## config.mk

```make
export PLATFORM = sky130hd
export DESIGN_NAME = tcp_segment_reassembly_queue_top
export DESIGN_NICKNAME = d
export VERILOG_FILES = /design/src/sv/tsrq_pkg.sv /design/src/sv/tcp_segment_reassembly_queue_top.sv /design/src/sv/tsrq_ctrl.sv /design/src/sv/tsrq_dp.sv
export VERILOG_INCLUDE_DIRS = /design/src /design/src/sv
export SDC_FILE = /design/constraint.sdc
export NUM_CORES = 2
export LEC_CHECK = 0
export ABC_AREA = 1
export BUFFER_PORTS_ARGS = -buffer_cell sky130_fd_sc_hd__buf_2
export CAP_MARGIN = 5
export CORE_MARGIN = 1.5
export CORE_UTILIZATION = 45
export DETAILED_ROUTE_END_ITERATION = 8
export PLACE_DENSITY_LB_ADDON = 0.12
export SETUP_SLACK_MARGIN = 0.1
export SYNTH_ARGS = -nofsm -noshare
export SYNTH_HDL_FRONTEND = slang
export SYNTH_SLANG_ARGS = --single-unit
export TNS_END_PERCENT = 50
```

## constraint.sdc

```tcl
create_clock -name aclk -period 19.8 [get_ports aclk]
set_input_delay 4.95 -clock aclk [delete_from_list [all_inputs] [get_ports aclk]]
set_output_delay 4.95 -clock aclk [all_outputs]
set_load 0.02 [all_outputs]
```

## src/sv/assert_macros.svh

```systemverilog
// Assertion macros used by the reassembly queue datapath
`ifndef ASSERT_MACROS_SVH
`define ASSERT_MACROS_SVH

// Check that an expression holds at every clock edge outside reset
`define TSRQ_ASSERT_ALWAYS(label, expr) \
    label: assert property (@(posedge aclk) disable iff (!aresetn) (expr)) \
        else $error("tsrq assertion failed");

// Check that a condition implies another in the same cycle
`define TSRQ_ASSERT_IMPLY(label, cond, expr) \
    label: assert property (@(posedge aclk) disable iff (!aresetn) (cond) |-> (expr)) \
        else $error("tsrq assertion failed");

// Check that a condition implies another in the next cycle
`define TSRQ_ASSERT_NEXT(label, cond, expr) \
    label: assert property (@(posedge aclk) disable iff (!aresetn) (cond) |=> (expr)) \
        else $error("tsrq assertion failed");

`endif

```

## src/sv/tsrq_pkg.sv

```systemverilog
// Shared types and codes of the reassembly queue
package tsrq_pkg;

    localparam logic [1:0] ACT_ENQ   = 2'd0;
    localparam logic [1:0] ACT_DEQ   = 2'd1;
    localparam logic [1:0] ACT_FLUSH = 2'd2;

    localparam logic [1:0] EV_VERDICT = 2'd0;
    localparam logic [1:0] EV_DELIVER = 2'd1;
    localparam logic [1:0] EV_DROP    = 2'd2;
    localparam logic [1:0] EV_DONE    = 2'd3;

    typedef enum logic [2:0] {
        ST_IDLE,
        ST_SCAN,
        ST_PICK,
        ST_DECIDE,
        ST_DROP,
        ST_DELIVER
    } state_t;

    typedef struct packed {
        logic       load;
        logic       scan;
        logic       pick;
        logic       ins;
        logic       dis;
        logic       pop;
        logic       adv;
        logic       emit;
        logic [1:0] ev;
        logic       acc;
        logic       last;
    } tsrq_cmd_t;

    typedef struct packed {
        logic [1:0] in_action;
        logic       out_free;
        logic       count_zero;
        logic       count_one;
        logic       enabled;
        logic       reject;
        logic       hit_eq;
        logic       len_mismatch;
        logic       overlap;
        logic       head_match;
    } tsrq_stat_t;

endpackage

```

## src/sv/tcp_segment_reassembly_queue_top.sv

```systemverilog
// Top level of the TCP segment reassembly queue
// Enqueue: the word is loaded, scanned, picked and decided, and the verdict is registered; a
// disabling enqueue first drops every entry, then registers its verdict.
// Dequeue: one word per delivered entry plus a done word; flush: one drop word per entry.
// One item in work at a time, set by the single insert/scan datapath; next word taken
// the cycle after the last result is registered; a busy output holds each result.
// Synchronous active-low reset empties the queue, enables it and sets the budget to 65535.
module tcp_segment_reassembly_queue_top import tsrq_pkg::*; #(
    parameter int MAX_SEGMENTS = 16,
    parameter int TAG_BITS     = 8
) (
    input  logic        aclk,
    input  logic        aresetn,
    input  logic        cfg_wr_en,
    input  logic [19:0] cfg_wr_data,
    input  logic        s_valid,
    output logic        s_ready,
    input  logic [1:0]  s_action,
    input  logic [31:0] s_seq_number,
    input  logic [15:0] s_segment_length,
    input  logic [7:0]  s_segment_tag,
    output logic        m_valid,
    input  logic        m_ready,
    output logic [1:0]  m_event_res,
    output logic        m_accepted,
    output logic [7:0]  m_out_tag,
    output logic [31:0] m_out_seq,
    output logic [31:0] m_next_seq,
    output logic        m_queue_disabled,
    output logic        m_last
);

    tsrq_cmd_t  cmd;
    tsrq_stat_t stat;

    tsrq_ctrl u_ctrl (
        .aclk    (aclk),
        .aresetn (aresetn),
        .s_valid (s_valid),
        .s_ready (s_ready),
        .stat    (stat),
        .cmd     (cmd)
    );

    tsrq_dp #(
        .MAX_SEGMENTS (MAX_SEGMENTS),
        .TAG_BITS     (TAG_BITS)
    ) u_dp (
        .aclk             (aclk),
        .aresetn          (aresetn),
        .s_action         (s_action),
        .s_seq_number     (s_seq_number),
        .s_segment_length (s_segment_length),
        .s_segment_tag    (s_segment_tag),
        .cfg_wr_en        (cfg_wr_en),
        .cfg_wr_data      (cfg_wr_data),
        .m_valid          (m_valid),
        .m_ready          (m_ready),
        .m_event_res      (m_event_res),
        .m_accepted       (m_accepted),
        .m_out_tag        (m_out_tag),
        .m_out_seq        (m_out_seq),
        .m_next_seq       (m_next_seq),
        .m_queue_disabled (m_queue_disabled),
        .m_last           (m_last),
        .cmd              (cmd),
        .stat             (stat)
    );

endmodule

```

## src/sv/tsrq_ctrl.sv

```systemverilog
// Controller state machine of the reassembly queue
module tsrq_ctrl import tsrq_pkg::*; (
    input  logic       aclk,
    input  logic       aresetn,
    input  logic       s_valid,
    output logic       s_ready,
    input  tsrq_stat_t stat,
    output tsrq_cmd_t  cmd
);

    state_t state_reg, state_next;
    logic   drop_dis_reg, drop_dis_next;
    logic   head_go;

    assign head_go = stat.enabled && !stat.count_zero && stat.head_match;

    always_ff @(posedge aclk) begin
        if (!aresetn) begin
            state_reg    <= ST_IDLE;
            drop_dis_reg <= 1'b0;
        end else begin
            state_reg    <= state_next;
            drop_dis_reg <= drop_dis_next;
        end
    end

    always_comb begin
        state_next    = state_reg;
        drop_dis_next = drop_dis_reg;
        case (state_reg)
            ST_IDLE: begin
                if (s_valid) begin
                    case (stat.in_action)
                        ACT_ENQ: state_next = ST_SCAN;
                        ACT_DEQ: state_next = ST_DELIVER;
                        ACT_FLUSH: begin
                            state_next    = ST_DROP;
                            drop_dis_next = 1'b0;
                        end
                        default: state_next = ST_IDLE;
                    endcase
                end
            end
            ST_SCAN: state_next = ST_PICK;
            ST_PICK: state_next = ST_DECIDE;
            ST_DECIDE: begin
                if (stat.out_free) begin
                    if (!stat.reject && ((stat.hit_eq && stat.len_mismatch) ||
                                         (!stat.hit_eq && stat.overlap))) begin
                        state_next    = ST_DROP;
                        drop_dis_next = 1'b1;
                    end else begin
                        state_next = ST_IDLE;
                    end
                end
            end
            ST_DROP: begin
                if (stat.count_zero) begin
                    if (!drop_dis_reg || stat.out_free) state_next = ST_IDLE;
                end else if (stat.out_free && stat.count_one && !drop_dis_reg) begin
                    state_next = ST_IDLE;
                end
            end
            ST_DELIVER: begin
                if (stat.out_free && !head_go) state_next = ST_IDLE;
            end
            default: state_next = ST_IDLE;
        endcase
    end

    always_comb begin
        cmd      = '0;
        cmd.ev   = EV_VERDICT;
        s_ready  = (state_reg == ST_IDLE);
        case (state_reg)
            ST_IDLE: cmd.load = s_valid;
            ST_SCAN: cmd.scan = 1'b1;
            ST_PICK: cmd.pick = 1'b1;
            ST_DECIDE: begin
                if (stat.out_free) begin
                    if (stat.reject) begin
                        cmd.emit = 1'b1;
                        cmd.last = 1'b1;
                    end else if (stat.hit_eq) begin
                        if (stat.len_mismatch) begin
                            cmd.dis = 1'b1;
                        end else begin
                            cmd.emit = 1'b1;
                            cmd.last = 1'b1;
                        end
                    end else if (stat.overlap) begin
                        cmd.dis = 1'b1;
                    end else begin
                        cmd.ins  = 1'b1;
                        cmd.emit = 1'b1;
                        cmd.acc  = 1'b1;
                        cmd.last = 1'b1;
                    end
                end
            end
            ST_DROP: begin
                if (stat.out_free) begin
                    if (stat.count_zero) begin
                        if (drop_dis_reg) begin
                            cmd.emit = 1'b1;
                            cmd.last = 1'b1;
                        end
                    end else begin
                        cmd.emit = 1'b1;
                        cmd.ev   = EV_DROP;
                        cmd.pop  = 1'b1;
                        cmd.last = stat.count_one && !drop_dis_reg;
                    end
                end
            end
            ST_DELIVER: begin
                if (stat.out_free) begin
                    cmd.emit = 1'b1;
                    if (head_go) begin
                        cmd.ev  = EV_DELIVER;
                        cmd.pop = 1'b1;
                        cmd.adv = 1'b1;
                    end else begin
                        cmd.ev   = EV_DONE;
                        cmd.last = 1'b1;
                    end
                end
            end
            default: cmd = '0;
        endcase
    end

endmodule

```

## src/sv/tsrq_dp.sv

```systemverilog
// Datapath of the reassembly queue: sorted table, counters, result register
`include "assert_macros.svh"
module tsrq_dp import tsrq_pkg::*; #(
    parameter int MAX_SEGMENTS = 16,
    parameter int TAG_BITS     = 8
) (
    input  logic        aclk,
    input  logic        aresetn,
    input  logic [1:0]  s_action,
    input  logic [31:0] s_seq_number,
    input  logic [15:0] s_segment_length,
    input  logic [7:0]  s_segment_tag,
    input  logic        cfg_wr_en,
    input  logic [19:0] cfg_wr_data,
    output logic        m_valid,
    input  logic        m_ready,
    output logic [1:0]  m_event_res,
    output logic        m_accepted,
    output logic [7:0]  m_out_tag,
    output logic [31:0] m_out_seq,
    output logic [31:0] m_next_seq,
    output logic        m_queue_disabled,
    output logic        m_last,
    input  tsrq_cmd_t   cmd,
    output tsrq_stat_t  stat
);

    localparam int IDX_W = $clog2(MAX_SEGMENTS);
    localparam int CNT_W = $clog2(MAX_SEGMENTS + 1);

    logic [31:0]         entry_seq_reg [MAX_SEGMENTS];
    logic [15:0]         entry_len_reg [MAX_SEGMENTS];
    logic [TAG_BITS-1:0] entry_tag_reg [MAX_SEGMENTS];

    logic [CNT_W-1:0]        count_reg;
    logic [19:0]             bytes_reg;
    logic                    enabled_reg;
    logic [19:0]             max_bytes_reg;
    logic [31:0]             seq_in_reg, nxt_reg;
    logic [15:0]             len_in_reg;
    logic [TAG_BITS-1:0]     tag_in_reg;
    logic [MAX_SEGMENTS-1:0] eq_vec_reg, lt_vec_reg;
    logic                    reject_reg;
    logic                    hit_eq_reg, hit_lt_reg;
    logic [CNT_W-1:0]        pos_reg;
    logic [31:0]             sel_seq_reg;
    logic [15:0]             sel_len_reg;

    logic                    m_valid_reg;
    logic [1:0]              m_event_reg;
    logic                    m_acc_reg, m_dis_reg, m_last_reg;
    logic [7:0]              m_tag_reg;
    logic [31:0]             m_seq_reg, m_next_reg;

    logic [MAX_SEGMENTS-1:0] eq_vec_next, lt_vec_next;
    logic [20:0]             bytes_sum;
    logic [CNT_W-1:0]        pos_next;
    logic                    hit_eq_next, hit_lt_next;
    logic [31:0]             seg_end, end_diff;
    logic [15:0]             tag_wide_in, tag_wide_out;
    logic                    out_free;

    assign out_free    = !m_valid_reg || m_ready;
    assign bytes_sum   = {1'b0, bytes_reg} + {5'b0, s_segment_length};
    assign tag_wide_in = 16'(s_segment_tag);
    assign tag_wide_out = 16'(entry_tag_reg[0]);
    assign seg_end     = seq_in_reg + {16'b0, len_in_reg};
    assign end_diff    = seg_end - sel_seq_reg;

    always_comb begin
        logic [31:0] diff;
        for (int i = 0; i < MAX_SEGMENTS; i++) begin
            diff           = seq_in_reg - entry_seq_reg[i];
            eq_vec_next[i] = (CNT_W'(i) < count_reg) && (seq_in_reg == entry_seq_reg[i]);
            lt_vec_next[i] = (CNT_W'(i) < count_reg) && diff[31];
        end
    end

    always_comb begin
        pos_next    = count_reg;
        hit_eq_next = 1'b0;
        hit_lt_next = 1'b0;
        for (int i = MAX_SEGMENTS - 1; i >= 0; i--) begin
            if (eq_vec_reg[i] || lt_vec_reg[i]) begin
                pos_next    = CNT_W'(i);
                hit_eq_next = eq_vec_reg[i];
                hit_lt_next = !eq_vec_reg[i];
            end
        end
    end

    always_ff @(posedge aclk) begin
        if (!aresetn) begin
            count_reg     <= '0;
            bytes_reg     <= '0;
            enabled_reg   <= 1'b1;
            max_bytes_reg <= 20'd65535;
            m_valid_reg   <= 1'b0;
        end else begin
            if (cfg_wr_en) max_bytes_reg <= cfg_wr_data;
            if (cmd.dis) enabled_reg <= 1'b0;
            if (cmd.ins) begin
                count_reg <= count_reg + CNT_W'(1);
                bytes_reg <= bytes_reg + 20'(len_in_reg);
            end else if (cmd.pop) begin
                count_reg <= count_reg - CNT_W'(1);
                bytes_reg <= bytes_reg - 20'(entry_len_reg[0]);
            end
            if (cmd.emit) m_valid_reg <= 1'b1;
            else if (m_ready) m_valid_reg <= 1'b0;
        end
    end

    always_ff @(posedge aclk) begin
        if (cmd.load) begin
            seq_in_reg <= s_seq_number;
            nxt_reg    <= s_seq_number;
            len_in_reg <= s_segment_length;
            tag_in_reg <= tag_wide_in[TAG_BITS-1:0];
            reject_reg <= !enabled_reg || (bytes_sum > {1'b0, max_bytes_reg}) ||
                          (count_reg >= CNT_W'(MAX_SEGMENTS));
        end
        if (cmd.adv) nxt_reg <= nxt_reg + {16'b0, entry_len_reg[0]};
        if (cmd.scan) begin
            eq_vec_reg <= eq_vec_next;
            lt_vec_reg <= lt_vec_next;
        end
        if (cmd.pick) begin
            pos_reg     <= pos_next;
            hit_eq_reg  <= hit_eq_next;
            hit_lt_reg  <= hit_lt_next;
            sel_seq_reg <= entry_seq_reg[pos_next[IDX_W-1:0]];
            sel_len_reg <= entry_len_reg[pos_next[IDX_W-1:0]];
        end
        for (int j = 0; j < MAX_SEGMENTS; j++) begin
            if (cmd.ins) begin
                if (j > 0 && CNT_W'(j) > pos_reg) begin
                    entry_seq_reg[j] <= entry_seq_reg[(j > 0) ? j - 1 : 0];
                    entry_len_reg[j] <= entry_len_reg[(j > 0) ? j - 1 : 0];
                    entry_tag_reg[j] <= entry_tag_reg[(j > 0) ? j - 1 : 0];
                end else if (CNT_W'(j) == pos_reg) begin
                    entry_seq_reg[j] <= seq_in_reg;
                    entry_len_reg[j] <= len_in_reg;
                    entry_tag_reg[j] <= tag_in_reg;
                end
            end else if (cmd.pop && j < MAX_SEGMENTS - 1) begin
                entry_seq_reg[j] <= entry_seq_reg[(j < MAX_SEGMENTS - 1) ? j + 1 : j];
                entry_len_reg[j] <= entry_len_reg[(j < MAX_SEGMENTS - 1) ? j + 1 : j];
                entry_tag_reg[j] <= entry_tag_reg[(j < MAX_SEGMENTS - 1) ? j + 1 : j];
            end
        end
        if (cmd.emit) begin
            m_event_reg <= cmd.ev;
            m_acc_reg   <= cmd.acc;
            m_last_reg  <= cmd.last;
            m_dis_reg   <= !enabled_reg;
            m_tag_reg   <= 8'd0;
            m_seq_reg   <= 32'd0;
            m_next_reg  <= 32'd0;
            if (cmd.ev == EV_DELIVER || cmd.ev == EV_DROP) begin
                m_tag_reg <= tag_wide_out[7:0];
                m_seq_reg <= entry_seq_reg[0];
            end
            if (cmd.ev == EV_DONE) m_next_reg <= nxt_reg;
        end
    end

    always_comb begin
        stat              = '0;
        stat.in_action    = s_action;
        stat.out_free     = out_free;
        stat.count_zero   = (count_reg == '0);
        stat.count_one    = (count_reg == CNT_W'(1));
        stat.enabled      = enabled_reg;
        stat.reject       = reject_reg;
        stat.hit_eq       = hit_eq_reg;
        stat.len_mismatch = (len_in_reg != sel_len_reg);
        stat.overlap      = hit_lt_reg && !((seg_end == sel_seq_reg) || end_diff[31]);
        stat.head_match   = (entry_seq_reg[0] == nxt_reg);
    end

    assign m_valid          = m_valid_reg;
    assign m_event_res      = m_event_reg;
    assign m_accepted       = m_acc_reg;
    assign m_out_tag        = m_tag_reg;
    assign m_out_seq        = m_seq_reg;
    assign m_next_seq       = m_next_reg;
    assign m_queue_disabled = m_dis_reg;
    assign m_last           = m_last_reg;

    `TSRQ_ASSERT_ALWAYS(a_count_bound, count_reg <= CNT_W'(MAX_SEGMENTS))
    `TSRQ_ASSERT_IMPLY(a_emit_free, cmd.emit, out_free)
    `TSRQ_ASSERT_IMPLY(a_ins_room, cmd.ins, enabled_reg && count_reg < CNT_W'(MAX_SEGMENTS))
    `TSRQ_ASSERT_NEXT(a_dis_sticky, !enabled_reg, !enabled_reg)

endmodule
```

==> Word level (Yosys, flattened, before mapping) <==
Memories as Yosys holds them, arrays and structs flattened. A register that Yosys moved wholly into a read port is not among the register bits.
Cells that the tools add are included.
W data, S select, Z words.
{ "totals": {"register_bits": 256, "latchBits": 0, "ramBits": 896, "rom_bits": 0, "in_bits": 83, "output_inout_bits": 79, "elab_cells": 638, "mem_count": 3} }
{ "op_classes": {"addsub": 24, "multipliers": 0, "n_div": 0, "n_lt_le_gt_ge": 33, "eq_ne": 52, "shift": 0, "n_mux": 308, "bitwise_logic": 92, "n_reduce_logical": 101} }
{ "mem_list": {"columns": ["memory", "words", "word_bits", "read_ports", "rd_clocked_by_memory_dff", "write_ports", "line", "source"], "rows": [
  ["u_dp.entry_seq_reg", 16, 32, 17, 1, 16, "tsrq_dp.sv:31", "logic [31:0] entry_seq_reg [MAX_SEGMENTS];"],
  ["u_dp.entry_len_reg", 16, 16, 17, 1, 16, "tsrq_dp.sv:32", "logic [15:0] entry_len_reg [MAX_SEGMENTS];"],
  ["u_dp.entry_tag_reg", 16, 8, 16, 0, 16, "tsrq_dp.sv:33", "logic [TAG_BITS-1:0] entry_tag_reg [MAX_SEGMENTS];"]
]} }
{ "op_table": {"columns": ["operator", "n"], "rows": [
  ["$mux W32", 32],
  ["$eq A32 B32 Y1", 18],
  ["$sub A32 B32 Y32", 17],
  ["$mux W16", 30],
  ["$mux W8", 30],
  ["$mux W1", 173],
  ["$or A1 B1 Y1", 90],
  ["$add A32 B16 Y32", 2],
  ["$mux W4", 16],
  ["$logic_and A1 B1 Y1", 42],
  ["$eq A4 B5 Y1 const A", 8],
  ["$gt A4 B5 Y1 const A", 8],
  ["$lt A4 B5 Y1 const A", 8],
  ["$mux W20", 2],
  ["$logic_not A1 Y1", 24],
  ["$mux W3", 8],
  ["$logic_or A1 B1 Y1", 23],
  ["$add A20 B16 Y21", 1],
  ["$gt A21 B20 Y1", 1],
  ["$add A20 B16 Y20", 1],
  ["$eq A3 B5 Y1 const A", 4],
  ["$gt A3 B5 Y1 const A", 4],
  ["$lt A3 B5 Y1 const A", 4],
  ["$sub A20 B16 Y20", 1],
  ["other kinds (35)", 63]
]} }

==> Logic depth before layout (Yosys ltp) <==
{ "logic_depth": {"depth_word": 17, "depth_mapped": 44, "ltp_nobuf": 43} }

==> Hierarchy <==
From an unflattened synthesis, not the netlist that was laid out.
{ "unflattened": {"hier_cells": 9715, "area_unflattened_um2": 80604.8} }
{ "modules_own_cells": {"columns": ["module", "instances", "cells_each", "area_each_um2", "seq_area_each_um2"], "rows": [
  ["tsrq_dp", 1, 9630, 80088.1, 35444.0],
  ["tsrq_ctrl", 1, 85, 516.7, 80.1]
]} }

==> Least setup slack after synthesis <==
Ideal clock, no wire load.
{ "synth_timing": {"path_kind": "input to register", "from": "in m_ready", "to": "mem u_dp.entry_len_reg[6][0], enable pin", "setup_ps": 554, "arrival_time_ps": 10245, "t_required_ps": 19246, "setup_slack_ps": 9002, "cell_stages": 6, "n_path_buf": 2, "cell_sequence": "nor2_1 -> nor4_2 -> nand2_4 -> buf_6 -> clkbuf_1 -> o31ai_1"} }
{ "synth_rtl": {"columns": ["item", "line", "source"], "rows": [
  ["from (decl)", "tcp_segment_reassembly_queue_top.sv:23", "input logic m_ready,"],
  ["to (decl)", "tsrq_dp.sv:32", null]
]} }

==> run_results.csv <==
group,metric,value,unit
status,outcome,"finished clean",
timing,period_needed,10.02,ns
routing,first_pass_iters,6,
worst_setup_path,cp_num_buf_inv,6,
hold_path,hold_depth,2,
cts,cts_buffer_depth,3,
timing,max_slew_margin,0.2106,
logic_synthesis,yosysSeqAreaShare,0.4266,
logic_synthesis,yosysUniqueCellTypes,67,
final_layout,final_util,0.4945,
final_layout,n_fill_cell,17880,
timing,setup_viol,0,
worst_setup_path,cpMostUsedCell,"buf_4",
logic_synthesis,synth_cells,10380,
logic_synthesis,yosys.area_share.simple,0.2305,
worst_setup_path,startpoint_type,"input port",
worst_setup_path,r2r_start,"u_dp.len_in_reg[1]$_DFFE_PP_",
logic_synthesis,yosys_warnings,0,
logic_synthesis,syn-cell-area,0.08327,mm^2
timing,drv_slew,0,
final_layout,final_area,0.09073,mm^2
power_and_ir_drop,power.leakage,40.65,nW
logic_synthesis,synth_top_family_by_area,"simple AND/OR/NAND/NOR gates",
cts,clock_latency,0.85,ns
final_layout,largest_reg_flops,512,
cts,cts.clk_slew.worst_paths,0.06,ns
worst_setup_path,cp_max_fo,139,
routing,post_drt_via_cell_ratio,6.180,
cts,hold_buffers,0,
timing,rsz0062_at_grt,"no",
worst_setup_path,cp.required,20.32,ns
floorplan,std_cell_rows,157,
hold_path,min_from,"u_dp.max_bytes_reg[9]$_SDFFE_PN1P_",
final_layout,layout-drive-gt1-share,0.06127,
routing,wl,350.2,mm
global_route,grt_max_degree,181,
final_layout,nNetsFinal,10950,
routing,drcViolationCount,0,
global_route,grt_antenna_before_repair,7,
logic_synthesis,synth_compound_area_frac,0.1459,
global_route,grt_pass1_wl,502.3,mm
timing,period_share,0.5061,
power_and_ir_drop,fin_total_pwr,7.282,mW
timing,tightest_slew,1.184,ns
routing,vias,79210,
timing,whs,0.4711,ns
worst_setup_path,rrSetupSlack,10.46,ns
logic_synthesis,yosys-mux-area-fraction,0.0003907,
floorplan,die_area,0.1876,mm^2
worst_setup_path,rr_worst_depth,23,
floorplan,die_h,433.2,um
logic_synthesis,syn-num-nets,11090,
worst_setup_path,rr_endpoint,"u_dp.entry_seq_reg[11][30]$_DFFE_PP_",
final_layout,final_cell_count_no_fill,12820,
hold_path,whs_endpoint,"u_dp.max_bytes_reg[9]$_SDFFE_PN1P_",
worst_setup_path,crit_cells,11,
global_route,gr-usage-all-layers,0.3641,
worst_setup_path,path_cells,"buf_2, nor2_1, nor2_1, nand2_1, nand2_8, inv_8, buf_4, buf_4, buf_4, buf_4, o21ai_0",
power_and_ir_drop,p_per_area,80.26,mW/mm^2
hold_path,min_path_type,"reg -> reg",
final_layout,synthToLayoutAreaGrowth,8.960,%
timing,final_hold_viol_count,0,
floorplan,die_w,433.2,um
place,io_buffers,161,
timing,tns,0,ns
global_route,grt_pass1_vias,73870,
routing,ant_nets,0,
logic_synthesis,synth_fa_ha_area_frac,0.09442,
worst_setup_path,cp-end-kind,"flop",
cts,cts_sinks,1200,
worst_setup_path,cp_slowest_cell,"buf_4",
cts,cts_htree_levels,4,
global_route,overflow,0,
logic_synthesis,synth_edf_count,1149,
cts,cts-resized-gates,0,
worst_setup_path,cpPeakStageDelay,0.86,ns
cts,root_buffer,"clkbuf_16",
cts,cts_tree,"done",
timing,setup_ws,9.779,ns
logic_synthesis,syn_area_per_cell,8.023,um^2
logic_synthesis,ys_async_sr_fraction,0,
power_and_ir_drop,vdd_drop_max,0.00008042,V
timing,clock.fmax,99.79,MHz
routing,drt_iter0_markers,9422,
place,dp_slack,9.065,ns
worst_setup_path,arrival,10.54,ns
place,place.gp.congestion,0.9978,
floorplan,initial_core_util,0.4539,
floorplan,coreArea,0.1835,mm^2
flow_run,cap_violations,0,
routing,post_drt_wl_per_cell,27.32,um
place,dpl.cell_count,12550,
cts,cts_inserted_buffers,149,
timing,clock_skew,0.04503,ns
worst_setup_path,critPathTopFamily,"buffers and inverters",
worst_setup_path,crit_type,"in -> reg",
place,placed_cell_area,0.08603,mm^2
floorplan,pin_count,162,
logic_synthesis,synth_ff_type,"edfxtp_1",
logic_synthesis,synth_seq_cells,1200,
logic_synthesis,synthXorXnorAreaFrac,0.01241,
cts,post-cts-setup-buffer-count,0,
place,dpl.hpwl,242.9,mm
==> kinds of logic after synthesis <==
group / count (synthesis)
AOI/OAI and AO/OA: 2107
xor gates and xnor gates: 118
adders and majority gates: 626
buffers and inverters: 1883
DFF: 1200
muxes: 3
and+or+nand+nor: 4442
==> where the power goes <==
group	switching (mW)	internal (mW)	leakage [nW]
Clock	1.19	1.58	2.29
Sequential	0.0673	2.87	10.8
Combinational	1.17	0.410	27.5
==> placed cells by master (no fill, tap or decap), types with 121 or more instances in the layout <==
cell type and instances:
a21oi_1 394, nand2_1 2488, nand4_1 121, nand3_1 1317, o21ai_0 1075, buf_4 141, inv_1 1261, o211ai_1 292
edfxtp_1 1149, nor2_1 288, clkbuf_16 155, buf_2 161, ha_1 621
==> worst register-to-register path, cell delays in order, from the launching register on <==
cell	delay [ns]
edfxtp_1	0.66
inv_1	0.42
fa_1	0.56
o21ai_0	0.38
nand2_1	0.11
o211ai_1	0.23
a21oi_1	0.30
nor2_1	0.28
nand3_1	0.18
nor2_1	0.26
nand2_1	0.13
nor2_1	0.15
xor2_1	0.09
ha_1	0.31
nand2_1	0.08
nor4_1	0.68
nor4b_1	0.30
a21boi_1	0.15
nand3_4	0.31
nand2_4	0.51
inv_4	0.61
nand2_4	0.55
nand4_1	0.81
buf_4	0.76
==> metal layers <==
metal	part of all wire	track usage	wire length, um	up-vias
li1	-	-	-	35660
met1	0.40	0.4780	139300	38310
met2	0.45	0.5639	156100	4370
met3	0.091	0.06245	31950	853
met4	0.065	0.2135	22750	8
met5	0.00013	0.001301	47	-
==> cells in the mapped netlist (5+ instances only) <==
library cell / count / area [um^2]
a311oi_1: 5 / 43.79
o21a_1: 9 / 67.56
o31ai_1: 8 / 60.06
a21oi_1: 396 / 1982
and3_1: 5 / 31.28
nand2_1: 2499 / 9380
o211ai_2: 26 / 325.3
a31o_2: 11 / 96.34
o221ai_1: 77 / 674.4
a31oi_1: 41 / 256.5
o21ai_0: 1077 / 5390
nand2_2: 17 / 106.4
inv_1: 1264 / 4745
o2111ai_1: 6 / 52.55
edfxtp_1: 1149 / 34500
buf_1: 50 / 187.7
or3_1: 5 / 31.28
a211oi_1: 17 / 127.6
buf_6: 14 / 157.7
nor3b_1: 5 / 37.54
nand4_1: 121 / 757.0
clkinv_1: 10 / 37.54
or2_2: 10 / 62.56
ha_1: 622 / 7782
a221oi_1: 6 / 52.55
xor2_1: 94 / 823.3
o21ai_2: 11 / 96.34
o211ai_1: 292 / 2192
nor3_1: 61 / 305.3
nand3_1: 1326 / 6636
o22ai_1: 5 / 31.28
inv_2: 9 / 33.78
nor2_1: 292 / 1096
o21ai_1: 89 / 445.4
clkbuf_1: 337 / 1265
xnor2_1: 24 / 210.2
buf_4: 20 / 150.1
a41oi_1: 7 / 61.31
o21bai_1: 10 / 75.07
nand3b_1: 24 / 180.2
dfxtp_1: 51 / 1021
buf_2: 175 / 875.8
nor4_1: 59 / 369.1
==> worst max path at each step <==
stage | slack, ns | from | endpoint
finish | 9.78 | m_ready | u_dp.entry_seq_reg[9][25]$_DFFE_PP_
global route | 9.38 | m_ready | u_dp.entry_seq_reg[11][27]$_DFFE_PP_
CTS | 9.94 | m_ready | u_dp.entry_seq_reg[9][15]$_DFFE_PP_
detailed placement | 9.07 | m_ready | u_dp.entry_seq_reg[9][15]$_DFFE_PP_
global placement | 9.21 | m_ready | u_dp.entry_seq_reg[14][29]$_DFFE_PP_
floorplan | 9.00 | m_ready | u_dp.entry_len_reg[6][0]$_DFFE_PP_
==> area by class of cell <==
cell class	instances	area, um^2	share of cell area
Multi-Input combinational cell	7296	40630	0.4478
Sequential cell	1200	35520	0.3915
Inverter	1284	4842	0.05337
Clock buffer	196	4053	0.04467
Tap cell	2464	3083	0.03398
Timing Repair Buffer	306	1944	0.02143
Clock inverter	66	644.4	0.007102
Antenna cell	4	10.01	0.0001103
Power figures use the tool's default switching activity.
